--- src/u8u16_pkg.sv ---
// Shared types and constants for the UTF-8 to UTF-16 decoder.
package u8u16_pkg;

    localparam int BYTE_W = 8;
    localparam int UNIT_W = 16;

    // Lead byte classification limits
    localparam logic [BYTE_W-1:0] ASCII_MAX   = 8'h7F;
    localparam logic [BYTE_W-1:0] LEAD2_MAX   = 8'hDF;
    localparam logic [BYTE_W-1:0] LEAD3_MAX   = 8'hEF;
    localparam logic [BYTE_W-1:0] NUL_BYTE    = 8'h00;

    // Payload masks
    localparam logic [BYTE_W-1:0] LEAD2_MASK  = 8'h1F;
    localparam logic [BYTE_W-1:0] LEAD3_MASK  = 8'h0F;
    localparam logic [BYTE_W-1:0] CONT_MASK   = 8'h3F;

    // Replacement unit for unsupported long sequences
    localparam logic [UNIT_W-1:0] UNIT_QMARK  = 16'h003F;
    localparam logic [UNIT_W-1:0] UNIT_NUL    = 16'h0000;

    // Bytes still owed to the open sequence
    typedef enum logic [1:0] {
        PEND_NONE = 2'd0,
        PEND_ONE  = 2'd1,
        PEND_TWO  = 2'd2
    } pending_t;

    // One decoded result as it moves from the decoder to the result register
    typedef struct packed {
        logic              emit;
        logic [UNIT_W-1:0] code_unit;
        logic              end_of_string;
    } result_t;

endpackage

--- src/u8u16_in_stage.sv ---
// Input register: captures one byte per transaction and holds it until decoded.
module u8u16_in_stage (
    input  logic                          clk,
    input  logic                          rst_n,
    input  logic                          data_valid,
    output logic                          data_stall,
    input  logic [u8u16_pkg::BYTE_W-1:0]  data_byte,
    input  logic                          advance,
    output logic                          held_valid,
    output logic [u8u16_pkg::BYTE_W-1:0]  held_byte
);
    import u8u16_pkg::*;

    logic              valid_reg;
    logic              valid_next;
    logic [BYTE_W-1:0] byte_reg;
    logic              accept;

    // Stall while a byte is held and cannot move on this cycle
    assign data_stall = valid_reg && !advance;
    assign accept     = data_valid && !data_stall;

    always_comb
    begin
        if (accept)
        begin
            valid_next = 1'b1;
        end
        else if (advance)
        begin
            valid_next = 1'b0;
        end
        else
        begin
            valid_next = valid_reg;
        end
    end

    // Hold the valid flag
    always_ff @(posedge clk or negedge rst_n)
    begin
        if (!rst_n)
        begin
            valid_reg <= 1'b0;
        end
        else
        begin
            valid_reg <= valid_next;
        end
    end

    // Capture the byte on each accepted transaction
    always_ff @(posedge clk)
    begin
        if (accept)
        begin
            byte_reg <= data_byte;
        end
    end

    assign held_valid = valid_reg;
    assign held_byte  = byte_reg;

endmodule

--- src/u8u16_decode.sv ---
// Sequence decoder: keeps the open UTF-8 sequence and forms one code unit per completed sequence.
module u8u16_decode (
    input  logic                          clk,
    input  logic                          rst_n,
    input  logic                          fire,
    input  logic [u8u16_pkg::BYTE_W-1:0]  byte_in,
    output u8u16_pkg::result_t            result
);
    import u8u16_pkg::*;

    logic [BYTE_W-1:0] lead_reg;
    logic [BYTE_W-1:0] lead_next;
    logic [BYTE_W-1:0] first_cont_reg;
    logic [BYTE_W-1:0] first_cont_next;
    pending_t          pending_reg;
    pending_t          pending_next;
    logic [UNIT_W-1:0] unit_two;
    logic [UNIT_W-1:0] unit_three;
    logic [BYTE_W-1:0] lead_low2;
    logic [BYTE_W-1:0] lead_low3;
    logic [BYTE_W-1:0] cont_low1;
    logic [BYTE_W-1:0] cont_low2;

    // Assemble the two- and three-byte code units
    assign lead_low2  = lead_reg & LEAD2_MASK;
    assign lead_low3  = lead_reg & LEAD3_MASK;
    assign cont_low1  = first_cont_reg & CONT_MASK;
    assign cont_low2  = byte_in & CONT_MASK;
    assign unit_two   = {5'd0, lead_low2[4:0], cont_low2[5:0]};
    assign unit_three = {lead_low3[3:0], cont_low1[5:0], cont_low2[5:0]};

    // Decide the next state and the result for the current byte
    always_comb
    begin
        lead_next            = lead_reg;
        first_cont_next      = first_cont_reg;
        pending_next         = PEND_NONE;
        result.emit          = 1'b0;
        result.code_unit     = UNIT_NUL;
        result.end_of_string = 1'b0;
        case (pending_reg)
            PEND_TWO:
            begin
                if (lead_reg <= LEAD2_MAX)
                begin
                    result.emit      = 1'b1;
                    result.code_unit = unit_two;
                end
                else
                begin
                    first_cont_next = byte_in;
                    pending_next    = PEND_ONE;
                end
            end
            PEND_ONE:
            begin
                result.emit = 1'b1;
                if (lead_reg <= LEAD2_MAX)
                begin
                    result.code_unit = unit_two;
                end
                else if (lead_reg <= LEAD3_MAX)
                begin
                    result.code_unit = unit_three;
                end
                else
                begin
                    result.code_unit = UNIT_QMARK;
                end
            end
            default:
            begin
                if (byte_in == NUL_BYTE)
                begin
                    result.emit          = 1'b1;
                    result.end_of_string = 1'b1;
                end
                else if (byte_in <= ASCII_MAX)
                begin
                    result.emit      = 1'b1;
                    result.code_unit = {8'd0, byte_in};
                end
                else
                begin
                    lead_next    = byte_in;
                    pending_next = (byte_in <= LEAD2_MAX) ? PEND_ONE : PEND_TWO;
                end
            end
        endcase
    end

    // Advance the sequence state when a byte is consumed
    always_ff @(posedge clk or negedge rst_n)
    begin
        if (!rst_n)
        begin
            lead_reg       <= '0;
            first_cont_reg <= '0;
            pending_reg    <= PEND_NONE;
        end
        else if (fire)
        begin
            lead_reg       <= lead_next;
            first_cont_reg <= first_cont_next;
            pending_reg    <= pending_next;
        end
    end

endmodule

--- src/u8u16_out_stage.sv ---
// Result register: holds one code unit until the downstream side takes it.
module u8u16_out_stage (
    input  logic                          clk,
    input  logic                          rst_n,
    input  logic                          load,
    input  u8u16_pkg::result_t            result,
    output logic                          can_load,
    output logic                          unit_valid,
    input  logic                          unit_stall,
    output logic [u8u16_pkg::UNIT_W-1:0]  code_unit,
    output logic                          end_of_string
);
    import u8u16_pkg::*;

    logic              valid_reg;
    logic              valid_next;
    logic [UNIT_W-1:0] unit_reg;
    logic              eos_reg;
    logic              take;

    // Register is free when empty or being drained this cycle
    assign can_load = !valid_reg || !unit_stall;
    assign take     = load && result.emit;

    always_comb
    begin
        if (take)
        begin
            valid_next = 1'b1;
        end
        else if (!unit_stall)
        begin
            valid_next = 1'b0;
        end
        else
        begin
            valid_next = valid_reg;
        end
    end

    // Hold the valid flag
    always_ff @(posedge clk or negedge rst_n)
    begin
        if (!rst_n)
        begin
            valid_reg <= 1'b0;
        end
        else
        begin
            valid_reg <= valid_next;
        end
    end

    // Capture the payload of a new result
    always_ff @(posedge clk)
    begin
        if (take)
        begin
            unit_reg <= result.code_unit;
            eos_reg  <= result.end_of_string;
        end
    end

    assign unit_valid    = valid_reg;
    assign code_unit     = unit_reg;
    assign end_of_string = eos_reg;

endmodule

--- src/utf8_to_utf16_decoder.sv ---
// Top level of the streaming UTF-8 to UTF-16 decoder.
//
// Takes one UTF-8 byte per transaction and returns one 16-bit UTF-16 code
// unit for each completed sequence: ASCII bytes pass through, two- and
// three-byte sequences are assembled, leads 0xF0 and above swallow two more
// bytes and give '?' (0x003F), and a zero byte outside a sequence gives a zero
// unit with end_of_string set. Continuation bytes are not checked. A byte
// passes from acceptance through the input register, the decode logic and the
// result register to its result, and a new byte is accepted every cycle while
// unit_stall is low; the throughput of one byte per clock is set by the
// combinational decode between the two registers. Bytes that only extend a
// sequence produce no output transaction.
module utf8_to_utf16_decoder (
    input  logic                          clk,
    input  logic                          rst_n,
    input  logic                          data_valid,
    output logic                          data_stall,
    input  logic [u8u16_pkg::BYTE_W-1:0]  data_byte,
    output logic                          unit_valid,
    input  logic                          unit_stall,
    output logic [u8u16_pkg::UNIT_W-1:0]  code_unit,
    output logic                          end_of_string
);
    import u8u16_pkg::*;

    logic              held_valid;
    logic [BYTE_W-1:0] held_byte;
    logic              can_load;
    logic              advance;
    logic              fire;
    result_t           result;

    // Move the held byte through the decoder when the result register is free
    assign advance = can_load;
    assign fire    = held_valid && advance;

    u8u16_in_stage u_in_stage (
        .clk        (clk),
        .rst_n      (rst_n),
        .data_valid (data_valid),
        .data_stall (data_stall),
        .data_byte  (data_byte),
        .advance    (advance),
        .held_valid (held_valid),
        .held_byte  (held_byte)
    );

    u8u16_decode u_decode (
        .clk     (clk),
        .rst_n   (rst_n),
        .fire    (fire),
        .byte_in (held_byte),
        .result  (result)
    );

    u8u16_out_stage u_out_stage (
        .clk           (clk),
        .rst_n         (rst_n),
        .load          (fire),
        .result        (result),
        .can_load      (can_load),
        .unit_valid    (unit_valid),
        .unit_stall    (unit_stall),
        .code_unit     (code_unit),
        .end_of_string (end_of_string)
    );

`ifndef SYNTHESIS
    // A stalled input side means a byte is waiting in the input register
    assert property (@(posedge clk) disable iff (!rst_n)
        data_stall |-> held_valid)
        else $error("input stalled with empty input register");

    // No byte is decoded while a result is blocked downstream
    assert property (@(posedge clk) disable iff (!rst_n)
        (unit_valid && unit_stall) |-> !fire)
        else $error("byte decoded while result register blocked");

    // The terminator always carries a zero unit
    assert property (@(posedge clk) disable iff (!rst_n)
        (unit_valid && end_of_string) |-> (code_unit == UNIT_NUL))
        else $error("terminator with nonzero code unit");

    // A decoded result lands in the result register on the next cycle
    assert property (@(posedge clk) disable iff (!rst_n)
        (fire && result.emit) |=> unit_valid)
        else $error("decoded result lost");
`endif

endmodule

--- config.mk ---
export PLATFORM = sky130hd
export DESIGN_NAME = utf8_to_utf16_decoder
export DESIGN_NICKNAME = d
export VERILOG_FILES = /design/src/u8u16_pkg.sv /design/src/u8u16_in_stage.sv /design/src/u8u16_decode.sv /design/src/u8u16_out_stage.sv /design/src/utf8_to_utf16_decoder.sv
export SDC_FILE = /design/constraint.sdc
export NUM_CORES = 1
export LEC_CHECK = 0
export BUFFER_PORTS_ARGS = -buffer_cell sky130_fd_sc_hd__buf_2
export CORE_ASPECT_RATIO = 0.8
export CORE_MARGIN = 3
export CORE_UTILIZATION = 35
export CTS_CLUSTER_DIAMETER = 200
export DETAILED_ROUTE_END_ITERATION = 16
export PLACE_DENSITY = 0.58
export SLEW_MARGIN = 20
export SYNTH_ARGS = -nofsm -noshare
export SYNTH_HDL_FRONTEND = slang
export SYNTH_HIERARCHICAL = 1
export SYNTH_SLANG_ARGS = --single-unit
--- constraint.sdc ---
create_clock -name clk -period 4.6 [get_ports clk]
set_clock_uncertainty 0.1 [all_clocks]
set_input_delay 0.92 -clock clk [delete_from_list [all_inputs] [get_ports clk]]
set_output_delay 0.92 -clock clk [all_outputs]
set_load 0.02 [all_outputs]
==> impl_metrics.env, run 1 <==
export IMPL_hpwl_um=2370
export IMPL_initial_core_util=0.3753
export IMPL_ys_types=33
export IMPL_syn_inst=124
export IMPL_netlist_top_cell_by_area="edfxtp_1"
export IMPL_coreArea_um2=4735
export IMPL_timing_fmax_ghz=0.4131
export IMPL_hp_class="reg -> reg"
export IMPL_worstSetupPathType="in -> out"
export IMPL_antenna_found_initial=0
export IMPL_finalSetupTns_ns=0
export IMPL_multiInputGateArea_um2=533.0
export IMPL_antenna_left=0
export IMPL_grt_pass1_vias=1063
export IMPL_drc_errors=0
export IMPL_peakVddDrop_v=0.0002396
export IMPL_wl_per_cell_um=14.43
export IMPL_post_cts_buffers=0
export IMPL_num_antenna_cells=0
export IMPL_relSlewSlack=0.5045
export IMPL_syn_avg_cell_area_um2=14.33
export IMPL_yosys_top_cells_area="edfxtp_1 42%, dfrtp_1 25%, mux2_2 6.3%, and2_1 2.8%, o21ai_0 1.7%"
export IMPL_fin_cells=220
export IMPL_routabilityCongestion=0.8670
export IMPL_fin_crit_sh=0.5263
export IMPL_die_area_um2=5972
export IMPL_cts_num_sinks=43
export IMPL_ff_latch_area_um2=1201
export IMPL_crit_required_ns=3.58
export IMPL_clockPowerShare=0.236
export IMPL_cts_root_buf="clkbuf_8"
export IMPL_grt_max_degree=19
export IMPL_grt_usage=0.1178
export IMPL_fin_nets=173
export IMPL_p_sw_w=0.0003938
export IMPL_ctsHoldBuffers=0
export IMPL_yosys_warnings=6
export IMPL_comb_power_share=0.278
export IMPL_cts_resized=0
export IMPL_area_growth_pct=18.31
export IMPL_vias=1080
export IMPL_drive_gt1_frac=0.3438
export IMPL_port_buffer_count=30
export IMPL_rsz0062_at_grt="no"
export IMPL_synth_top_area_frac=0.4225
export IMPL_p_leak_nw=0.8920
export IMPL_io_pins=31
export IMPL_power_frac_seq=0.486
export IMPL_setup_violations=0
export IMPL_status="complete, no violations"
export IMPL_path_clk_slew_ns=0.08
export IMPL_ys_ff_latch=43
export IMPL_startpoint_type="input pin"
export IMPL_grt_pass1_wl_um=5313
export IMPL_fin_crit_ns=2.421
export IMPL_cp_arrival_ns=1.40
export IMPL_place_inst=212
export IMPL_dr_pass1_iters=4
export IMPL_worstPathMaxFanout=3
export IMPL_final_fill_count=435
export IMPL_final_hold_violation_count=0
export IMPL_die_y_um=69.73
export IMPL_syn_nets=138
export IMPL_vias_per_cell=4.909
export IMPL_drtIter0Drc=97
export IMPL_maxSlewViolCount=0
export IMPL_synthesis_area_um2=1777
export IMPL_maxCapViolations=0
export IMPL_num_rows=22
export IMPL_p_int_w=0.0008263
export IMPL_gr_total_overflow=0
export IMPL_worstMarginPinSlew_ns=0.7433
export IMPL_cts_tree="done"
export IMPL_finalWirelength_um=3174
export IMPL_dieWidth_um=85.66
export IMPL_clock_path_buffers=2
export IMPL_yosysSeqAreaShare=0.6761
export IMPL_largest_register_ffs=16
export IMPL_power_share_switching=0.3228
export IMPL_cts_htree_levels=2
export IMPL_power_density_nw_per_um2=580.4
export IMPL_cts_inserted_buffers=5
export IMPL_critPathCaptureType="output pin"
export IMPL_clock_latency_ns=0.29
-- cells by family (layout without fill, tap and decap cells) --
family          after synthesis  after routing  share of synthesized area
simple gates                 38             38                     0.1423
buf+inv                      10             46                    0.02394
flops                        43             43                     0.6761
compound gates               21             21                    0.08029
fa+ha+maj                     2              2                    0.01408
mux                          10             10                    0.06338
-- worst paths after layout --
check | end | start | depth (start not counted) | slack (ns)
worst max-delay path | data_stall | unit_stall | 5 | 2.18
worst min-delay path | u_decode/lead_reg[2] | u_decode/lead_reg[2] | 2 | 0.40
worst max register to register | u_out_stage/code_unit[12] | u_decode/pending_reg[0] | 6 | 2.19
worst min register to register | u_decode/lead_reg[2] | u_decode/lead_reg[2] | 2 | 0.40
max in group asynchronous | u_decode/first_cont_reg[5] | rst_n | 1 | 3.66
min in group asynchronous | u_decode/lead_reg[3] | rst_n | 1 | 0.45
-- cell usage after synthesis --
cell type  number
a21oi_1         5
a221o_1         1
a22o_1          1
a2bb2oi_1       3
a32o_1          1
and2_1          8
and2_4          1
and3_1          3
buf_2           1
buf_4           1
dfrtp_1        18
edfxtp_1       25
ha_1            2
inv_1           8
mux2_2         10
nand2_1         8
nand2b_1        2
nand2b_4        1
nand3_1         3
nand3_4         1
nand3b_1        3
nand4_1         1
nand4b_1        1
nor2b_1         2
nor3_1          1
nor3b_2         1
o21ai_0         6
o21ai_2         1
o21ba_2         1
o21bai_1        1
o22ai_1         1
or4_1           1
or4_4           1
-- layer usage --
layer,track usage,part of all wire,wire length [um]
met5,0,0,0
met4,0.05800,0.012,39
met3,0.04157,0.078,249
met2,0.1664,0.44,1388
met1,0.1593,0.47,1496
-- power groups by stage --
stage | Clock [W] | Combinational (W) | Sequential, W
after global routing | 0.000324 | 0.000368 | 0.000608
final | 0.000288 | 0.000339 | 0.000593
after CTS | 0.000298 | 0.000342 | 0.000594
after detailed placement | 0 | 0.000341 | 0.000602
after global placement | 0 | 0.000336 | 0.000598
after floorplan | 0 | 0.000205 | 0.000638
-- critical path, cell delays in order --
cell and delay [ns]:
buf_2 0.09, nand2_1 0.05, nand2b_4 0.14, inv_1 0.05, buf_2 0.15
-- placed cells by master, fill, tap and decap left out, drive strengths merged, types with 5 or more instances in the layout --
| cell type | synthesis | routed |
|---|---|---|
| a21oi | 5 | 5 |
| and2 | 9 | 9 |
| buf | 2 | 30 |
| clkbuf | 0 | 5 |
| dfrtp | 18 | 18 |
| edfxtp | 25 | 25 |
| inv | 8 | 8 |
| mux2 | 10 | 10 |
| nand2 | 8 | 8 |
| o21ai | 7 | 7 |
-- through the flow --
| step | util | setup WS [ns] | hold slack (ns) | total power (W) | instance area, um^2 |
|---|---|---|---|---|---|
| after global routing | 0.4440 | 2.060 | 0.4386 | 0.001300 | 2102 |
| after detailed placement | 0.4202 | 2.084 | 0.3893 | 0.0009427 | 1989 |
| after CTS | 0.4440 | 2.170 | 0.4099 | 0.001233 | 2102 |
| after floorplan | - | 2.336 | 0.3552 | 0.0008428 | 1777 |
| final | 0.4440 | 2.179 | 0.4032 | 0.001220 | 2102 |
| after global placement | 0.4202 | 2.118 | 0.3758 | 0.0009334 | 1989 |
-- cell type report --
type                    count  area share
flip-flops and latches     43      0.5714
clock inverters             3     0.02083
well taps                  60     0.03571
clock buffers               5     0.03274
inverters                   8     0.01429
multi-input cells          71      0.2536
repair buffers             30     0.07143
No activity file was read; power rests on OpenSTA's default activity.
==> inputs of run 2 (changes only) <==
==> constraint.sdc (replaced) <==
create_clock -name clk -period 2.24 [get_ports clk]
set_clock_uncertainty 0.1 [all_clocks]
set_input_delay 0.448 -clock clk [delete_from_list [all_inputs] [get_ports clk]]
set_output_delay 0.448 -clock clk [all_outputs]
set_load 0.02 [all_outputs]
==> run 2 against run 1 <==
Net effect:
- non-clock buffer count grew 4
- total power is 98% higher
- hold slack lost 0.17 ns
- cell area increased by 0.12%
- highest routed layer unchanged
==> impl_metrics.env, run 2 (same netlist as run 1, synthesis figures left out) <==
export IMPL_status="complete, no violations"
export IMPL_path_delay_family="compound AO/OA/AOI/OAI gates"
export IMPL_drtIter0Drc=98
export IMPL_worstPathBufferInverterCount=2
export IMPL_grt_usage=0.1217
export IMPL_fin_nets=177
export IMPL_wl_met2_um=1464
export IMPL_fin_crit_sh=0.9392
export IMPL_drive_gt1_frac=0.3476
export IMPL_critPathCaptureType="flip-flop"
export IMPL_cts_htree_levels=2
export IMPL_finalSetupTns_ns=0
export IMPL_path_clk_slew_ns=0.07
export IMPL_cpPeakStageDelay_ns=0.39
export IMPL_worstSetupPathType="reg -> reg"
export IMPL_p_leak_nw=0.8950
export IMPL_fin_crit_ns=2.104
export IMPL_crit_required_ns=2.09
export IMPL_cp_cell_sequence="inv_1 -> ha_1 -> o21ba_2 -> a21oi_1 -> inv_1 -> and2_2"
export IMPL_vias=1080
export IMPL_wl_per_cell_um=14.48
export IMPL_maxCapViolations=0
export IMPL_holdWs_ns=0.2308
export IMPL_port_buffer_count=30
export IMPL_grt_pass1_wl_um=5582
export IMPL_utilization=0.4445
export IMPL_vias_per_cell=4.821
export IMPL_setup_violations=0
export IMPL_cts_tree="done"
export IMPL_cts_inserted_buffers=5
export IMPL_gr_total_overflow=0
export IMPL_routed_top_layer="met4"
export IMPL_final_common_cell="buf_2"
export IMPL_startpoint_type="flip-flop"
export IMPL_hpwl_um=2409
export IMPL_hp_class="in -> reg"
export IMPL_largest_register_ffs=16
export IMPL_peakVddDrop_v=0.0004149
export IMPL_dr_pass1_iters=4
export IMPL_antenna_found_initial=0
export IMPL_rsz0062_at_grt="no"
export IMPL_antenna_left=0
export IMPL_grt_max_degree=19
export IMPL_worstPathMaxFanout=17
export IMPL_power_density_nw_per_um2=1147
export IMPL_cts_root_buf="clkbuf_8"
export IMPL_worstMarginPinSlew_ns=0.4246
export IMPL_cpMostUsedCell="inv_1"
export IMPL_final_hold_violation_count=0
export IMPL_dpl_worst_slack_ns=-0.1258
export IMPL_routabilityCongestion=0.8821
export IMPL_finalWirelength_um=3243
export IMPL_dieWidth_um=85.66
export IMPL_relSlewSlack=0.7157
export IMPL_io_pins=31
export IMPL_coreArea_um2=4735
export IMPL_timing_final_ws_setup_ns=0.1361
export IMPL_clock_latency_ns=0.29
export IMPL_cp_arrival_ns=1.95
export IMPL_timing_fmax_ghz=0.4753
export IMPL_area_growth_pct=18.45
export IMPL_cts_num_sinks=43
export IMPL_final_fill_count=448
export IMPL_wl_met1_um=1494
export IMPL_num_rows=22
export IMPL_dr_wl_met3_um=243
export IMPL_maxSlewViolCount=0
export IMPL_num_antenna_cells=0
export IMPL_crit_slowest_cell="and2_2"
export IMPL_drc_errors=0
export IMPL_die_area_um2=5972
export IMPL_grt_pass1_vias=1125
export IMPL_mostFrequentLayoutCells="30 x buf_2, 25 x edfxtp_1, 18 x dfrtp_1"
export IMPL_post_cts_buffers=0
export IMPL_clock_path_buffers=2
export IMPL_die_y_um=69.73
export IMPL_initial_core_util=0.3753
==> run 2: cell types whose count changed in the layout (fill, tap and decap cells not counted) <==
cell / previous run / this run
dlygate4sd3_1: 0 / 1
and2_2: 0 / 1
clkinv_4: 1 / 0
bufinv_16: 1 / 0
and2_1: 8 / 7
clkbuf_1: 0 / 2
buf_4: 0 / 3
==> run 2: through the flow <==
step                      cells  instance area, um^2  total power [W]
after global placement      215                 2012         0.001957
after CTS                   224                 2105         0.002437
after detailed placement    215                 2012         0.001979
after floorplan             124                 1777         0.001731
final                       224                 2105         0.002414
after global routing        224                 2105         0.002574
==> run 2: layout make-up <==
cell class	count	area, um^2	area share
sequential	43	1201	0.5707
multi-input combinational	71	534.3	0.2539
timing repair buffer	34	182.7	0.08680
clock buffer	7	76.32	0.03627
tap	60	75.07	0.03567
inverter	8	30.03	0.01427
clock inverter	1	5.005	0.002378
==> run 2: worst register-to-register path: stages (launching register included) <==
cell	delay, ns
dfrtp_1	0.36
inv_1	0.06
ha_1	0.37
o21ba_2	0.30
a21oi_1	0.09
inv_1	0.09
and2_2	0.39
==> run 2: power breakdown <==
part           leakage [nW]  internal [W]  switching, W
Sequential            0.465       0.00109      0.000128
Combinational         0.388      0.000305      0.000437
Clock                0.0422      0.000218      0.000233
==> run 2: what timing repair did <==
| item | CTS | global route |
|---|---|---|
| setup endpoints to repair | 17 | 0 |
| hold buffers | 1 | 0 |
| hold endpoints to repair | 14 | 0 |
| gates resized for setup | 1 | 0 |
==> run 2: layer usage <==
| layer | vias to the layer above | global-route usage |
|---|---|---|
| met5 | - | 0 |
| met4 | 0 | 0.05097 |
| met2 | 31 | 0.1810 |
| met1 | 518 | 0.1583 |
| met3 | 4 | 0.04632 |
| li1 | 527 | - |
==> run 2: worst paths after layout <==
path	startpoint	to	slack, ns	cells past startpoint
setup / recovery	u_decode/pending_reg[0]	u_out_stage/code_unit[12]	0.14	6
min in group asynchronous	rst_n	u_out_stage/unit_valid	0.52	2
setup reg to reg	u_decode/pending_reg[0]	u_out_stage/code_unit[12]	0.14	6
hold / removal	data_byte[3]	u_in_stage/held_byte[3]	0.23	1
hold reg to reg	u_decode/first_cont_reg[5]	u_decode/first_cont_reg[5]	0.41	1
max in group asynchronous	rst_n	u_decode/lead_reg[0]	1.22	2
